<file path="config.mk">
export PLATFORM = sky130hd
export DESIGN_NAME = gmht_ctrl
export DESIGN_NICKNAME = d
export VERILOG_FILES = /design/src/rtl/core/gmht_pkg.sv /design/src/rtl/core/gmht_ctrl.sv
export SDC_FILE = /design/constraint.sdc
export NUM_CORES = 1
export LEC_CHECK = 0
export ABC_CLOCK_PERIOD_IN_PS = 1700
export BUFFER_PORTS_ARGS = -buffer_cell sky130_fd_sc_hd__buf_2
export CORE_AREA = 2 2 39 41
export DETAILED_ROUTE_END_ITERATION = 10
export DIE_AREA = 0 0 41 43
export HOLD_SLACK_MARGIN = 0.08
export PLACE_DENSITY_LB_ADDON = 0.25
export SYNTH_ARGS = -nofsm -noshare
export SYNTH_HDL_FRONTEND = slang
export SYNTH_SLANG_ARGS = --single-unit
</file>
<file path="constraint.sdc">
create_clock -name clock -period 1.7 [get_ports clock]
set_clock_uncertainty 0.1 [all_clocks]
set_input_delay 0.17 -clock clock [delete_from_list [all_inputs] [get_ports clock]]
set_output_delay 0.17 -clock clock [all_outputs]
set_load 0.1 [all_outputs]
</file>
<file path="src/rtl/core/gmht_pkg.sv">
package gmht_pkg;

   // Field widths fixed by the item format.
   localparam int CODE_POINT_W = 21;
   localparam int METRIC_W     = 16;

   // Default table geometry.
   localparam int DEF_BUCKETS = 8;
   localparam int DEF_ENTRIES = 128;

   // The bucket number is formed by a reciprocal multiplication that gives
   // the quotient, then a subtract that leaves the remainder.
   localparam int MOD_STEPS = 2;

   // Code points with special meaning on a lookup.
   localparam logic [CODE_POINT_W-1:0] CP_TAB     = CODE_POINT_W'(9);
   localparam logic [CODE_POINT_W-1:0] CP_NEWLINE = CODE_POINT_W'(10);
   localparam logic [CODE_POINT_W-1:0] CP_SPACE   = CODE_POINT_W'(32);

   typedef enum logic [1:0] {
      ST_OK        = 2'd0,
      ST_NOT_FOUND = 2'd1,
      ST_DUPLICATE = 2'd2,
      ST_FULL      = 2'd3
   } status_type;

   // Commands from the controller to the datapath.
   typedef struct packed {
      logic       load;
      logic       mod_step;
      logic       head_rd;
      logic       entry_rd;
      logic       commit;
      logic       res_load;
      logic       res_data;
      status_type res_status;
   } ctrl_cmd_type;

   // Status from the datapath to the controller.
   typedef struct packed {
      logic newline;
      logic mod_last;
      logic is_insert;
      logic more;
      logic key_match;
      logic pool_full;
   } ctrl_sts_type;

endpackage

</file>
<file path="src/rtl/core/gmht_ctrl.sv">
module gmht_ctrl (
   input  logic                  clock,
   input  logic                  reset,
   input  logic                  start,
   output logic                  busy,
   output logic                  rsp_valid,
   input  gmht_pkg::ctrl_sts_type sts,
   output gmht_pkg::ctrl_cmd_type cmd
);

   typedef enum logic [2:0] {
      S_IDLE,
      S_MOD,
      S_HEAD,
      S_FETCH,
      S_CHECK
   } state_type;

   state_type state_ff, state_in;
   logic      busy_ff;
   logic      rsp_valid_ff;

   always_comb begin
      cmd            = '0;
      cmd.res_status = gmht_pkg::ST_OK;
      state_in       = state_ff;
      case (state_ff)
         S_IDLE: begin
            if (start) begin
               cmd.load = 1'b1;
               state_in = S_MOD;
            end
         end
         S_MOD: begin
            if (sts.newline) begin
               cmd.res_load   = 1'b1;
               cmd.res_status = gmht_pkg::ST_NOT_FOUND;
               state_in       = S_IDLE;
            end else begin
               cmd.mod_step = 1'b1;
               if (sts.mod_last) begin
                  state_in = S_HEAD;
               end
            end
         end
         S_HEAD: begin
            cmd.head_rd = 1'b1;
            state_in    = S_FETCH;
         end
         S_FETCH: begin
            if (sts.more) begin
               cmd.entry_rd = 1'b1;
               state_in     = S_CHECK;
            end else begin
               cmd.res_load = 1'b1;
               state_in     = S_IDLE;
               if (!sts.is_insert) begin
                  cmd.res_status = gmht_pkg::ST_NOT_FOUND;
               end else if (sts.pool_full) begin
                  cmd.res_status = gmht_pkg::ST_FULL;
               end else begin
                  cmd.commit     = 1'b1;
                  cmd.res_status = gmht_pkg::ST_OK;
               end
            end
         end
         S_CHECK: begin
            if (sts.key_match) begin
               cmd.res_load = 1'b1;
               state_in     = S_IDLE;
               if (sts.is_insert) begin
                  cmd.res_status = gmht_pkg::ST_DUPLICATE;
               end else begin
                  cmd.res_status = gmht_pkg::ST_OK;
                  cmd.res_data   = 1'b1;
               end
            end else begin
               state_in = S_FETCH;
            end
         end
         default: begin
            state_in = S_IDLE;
         end
      endcase
   end

   always_ff @(posedge clock) begin
      if (reset) begin
         state_ff     <= S_IDLE;
         busy_ff      <= 1'b0;
         rsp_valid_ff <= 1'b0;
      end else begin
         state_ff     <= state_in;
         busy_ff      <= (state_in != S_IDLE);
         rsp_valid_ff <= cmd.res_load;
      end
   end

   assign busy      = busy_ff;
   assign rsp_valid = rsp_valid_ff;

   // A result strobe lasts one cycle and leaves the block ready.
   assert property (@(posedge clock) disable iff (reset)
      rsp_valid_ff |-> !busy_ff ##1 !rsp_valid_ff)
      else $error("result strobe longer than one cycle or block still busy");

   // An accepted item makes the block busy.
   assert property (@(posedge clock) disable iff (reset)
      (start && !busy_ff) |=> busy_ff)
      else $error("accepted item did not make the block busy");

   // A new entry is never written into a full pool.
   assert property (@(posedge clock) disable iff (reset)
      cmd.commit |-> !sts.pool_full)
      else $error("commit while the pool is full");

   // An entry is fetched only while the chain continues.
   assert property (@(posedge clock) disable iff (reset)
      cmd.entry_rd |-> sts.more)
      else $error("entry fetch past the end of a chain");

endmodule

</file>
==> metrics <==
status=finished, final reports clean; Clock Tree Buf Depth=2; synthesis warning total=0; Max FO, Critical Path=6; Syn Nets=54; largest net degree at the start of global routing=10; sequential share of power=approximately 27%; pre-CTS setup slack=approximately 230 ps; Wirelength per Cell=~11 um; cell family with most CP delay=simple AND/OR/NAND/NOR gates; Final setup viols=0; initial antenna violation count=0; Post-Place Cells=80; Buf+Inv Stages, Crit Path=2; Top Layer Used=met3; Max Cap Viol=0; synthesized flop and latch total=5; first drt pass iteration count=3; slowest CP cell=dfxtp_2; Initial Utilization=between 20% and 30%; core area=around 1400 um2; Final nets=approximately 80; root buffer cell=clkbuf_4; Crit Path Class=register to output port; Post-DRT Antenna Nets=0; CP Capture Type=output port; full die area=roughly 1800 um2; Mapped Avg Cell Area=approximately 7.6 um2; setup ws final=approximately 71 ps; DP HPWL=approximately 800 um; # port buffers=19; gr ovfl total=0; Max VDD drop=between 0.0003 and 0.0004 V; Netlist cell types=22; number of setup buffers added after CTS=0; met1 WL=422 um; max_slew headroom=between 60% and 70%; first-pass GRT wire length=1.752 mm; clk_lat worst skew=roughly 240 ps; number of fill cells=~140; RSZ-0062 raised after global routing=yes; CTS tree=done; # IOs=20; vias in the first global route=421; fin cells=between 80 and 90; setup_tns=0 ps; Gate power share=roughly 44%; Final Max Tran Viols=0; clk slew on worst S/H paths=around 40 ps; via count=405; HP Class=input port to register; routed length on met2=~500 um; Final min period=between 1500 and 2000 ps; Max stage delay on crit path=roughly 360 ps; synth-to-layout area growth=110.3%; initial DRC count=6; row count=14; clk sink count=5; Total Wirelength=~960 um; H-tree depth=1; Int Power=approximately 0.29 mW; Switching Share=roughly two fifths; Setup crit start kind=register; Met3 Routed Length=43 um; Via-to-Cell Ratio=4.765; GP Congestion=between 0.7 and 0.8; post-synthesis sequential area ratio=just under 30%; Total GRT Usage=about 14%; ant diodes=0; Worst-Margin Slew=483.1 ps; Critical Path RT=~1400 ps; crit path DAT=1360 ps; critical path, cell by cell=buf_4 -> nand2b_2 -> nor3_4 -> buf_12; Gate Count Post-Synth=45; DRC=0; cell leakage power=0.2962 nW; power per cell area=~660 nW/um2; NetSw=roughly 0.19 mW; worst hold slack=106.9 ps; Clk pwr share=approximately 29%; post-layout util=51.72%; layout cells sized above 1=between 50 and 60%; Post-Syn Area=roughly 340 um2; Tcrit/Tclk final=between 90% and 100%; die height=about 43 um; Max Freq=a little over 0.6 GHz; Final Hold Vio Count=0; die width=slightly above 40 um; CTS buffer count=3
through the flow:
step	power (mW)	instance area (um2)
2_1_floorplan	0.2699	412.9
3_3_place_gp	0.3322	661.9
3_5_place_dp	0.3332	661.9
4_1_cts	0.4808	711.9
5_1_grt	0.5051	715.7
6_report	0.4746	715.7
final cells by class:
type,count,area (um2),area share [%]
sequential,5,102.6,14.34
multi-input combinational,36,300.3,41.96
tap,16,20.02,2.797
clock buffer,4,26.28,3.671
timing repair buffer,23,262.8,36.71
inverter,1,3.754,0.5245
path summary, 6_finish.rpt:
| path | startpoint | endpoint | slack (ps) | cells after the start |
|---|---|---|---|---|
| hold / removal | sts[4] | state_ff[1]$_SDFF_PP0_ | 110 | 3 |
| setup / recovery | state_ff[2]$_SDFF_PP0_ | cmd[7] | 70 | 4 |
| setup reg to reg | state_ff[1]$_SDFF_PP0_ | state_ff[0]$_SDFF_PP0_ | 440 | 3 |
| hold reg to reg | state_ff[2]$_SDFF_PP0_ | state_ff[0]$_SDFF_PP0_ | 490 | 2 |
cell families after synthesis:
group	after synthesis	share of synthesized area, %
and+or+nand+nor	26	41.18
AOI/OAI and AO/OA	10	21.33
buffers and inverters	4	8.086
DFF	5	29.41
cells in the mapped netlist:
cell / count / area share (%)
nand2_1: 2 / 2.2
nor2_1: 6 / 6.6
nand2b_1: 2 / 3.7
nor3b_1: 1 / 2.2
inv_1: 1 / 1.1
o21ai_0: 2 / 2.9
dfxtp_1: 5 / 29
nor2b_2: 1 / 2.6
nor3_1: 3 / 4.4
buf_4: 1 / 2.2
and3_1: 1 / 1.8
nand3_1: 4 / 5.9
a31oi_1: 1 / 1.8
o31a_1: 1 / 2.6
a211o_1: 1 / 2.6
buf_6: 1 / 3.3
a21oi_1: 3 / 4.4
o41ai_2: 1 / 4.8
nor4b_1: 1 / 2.6
buf_2: 1 / 1.5
a21boi_0: 1 / 2.2
nor2b_1: 5 / 9.2
routing by layer:
layer / track usage [%] / vias up
li1: - / 206
met1: 19.42 / 187
met2: 20.31 / 12
met3: 6.283 / 0
met4: 4.667 / 0
met5: 0 / -
layout by cell type, fill, tap and decap left out, types with 2 or more instances in the layout:
cell type	Yosys	routed
nor3_1	3	2
buf_12	0	9
nand2_1	2	2
dfxtp_2	0	2
buf_2	1	10
buf_4	1	3
nor2_1	6	3
a21oi_1	3	3
nor2b_1	5	4
nand3_1	4	3
clkbuf_4	0	3
dfxtp_1	5	3
nor2_4	0	3
power by group through the flow:
stage | clock network [mW] | registers [mW] | logic, mW
finish | 0.138 | 0.130 | 0.207
global route | 0.156 | 0.131 | 0.218
CTS | 0.144 | 0.129 | 0.207
detailed placement | 0 | 0.131 | 0.202
global placement | 0 | 0.131 | 0.201
floorplan | 0 | 0.151 | 0.119
state kept, by name, indices dropped and copies added (netlist names):
name       count
state_ff       3
busy           1
rsp_valid      1
timing repair:
action,in CTS,in global routing
hold buffers,1,0
hold endpoints to repair,2,0
gates resized for setup,4,3
pin swaps,0,1
endpoints found under the setup margin,1,4
worst min-delay path, stage by stage:
cell     delay (ps)
buf_2           110
nand3_1          60
a21oi_1          60
(Power assumes the default switching activity.)
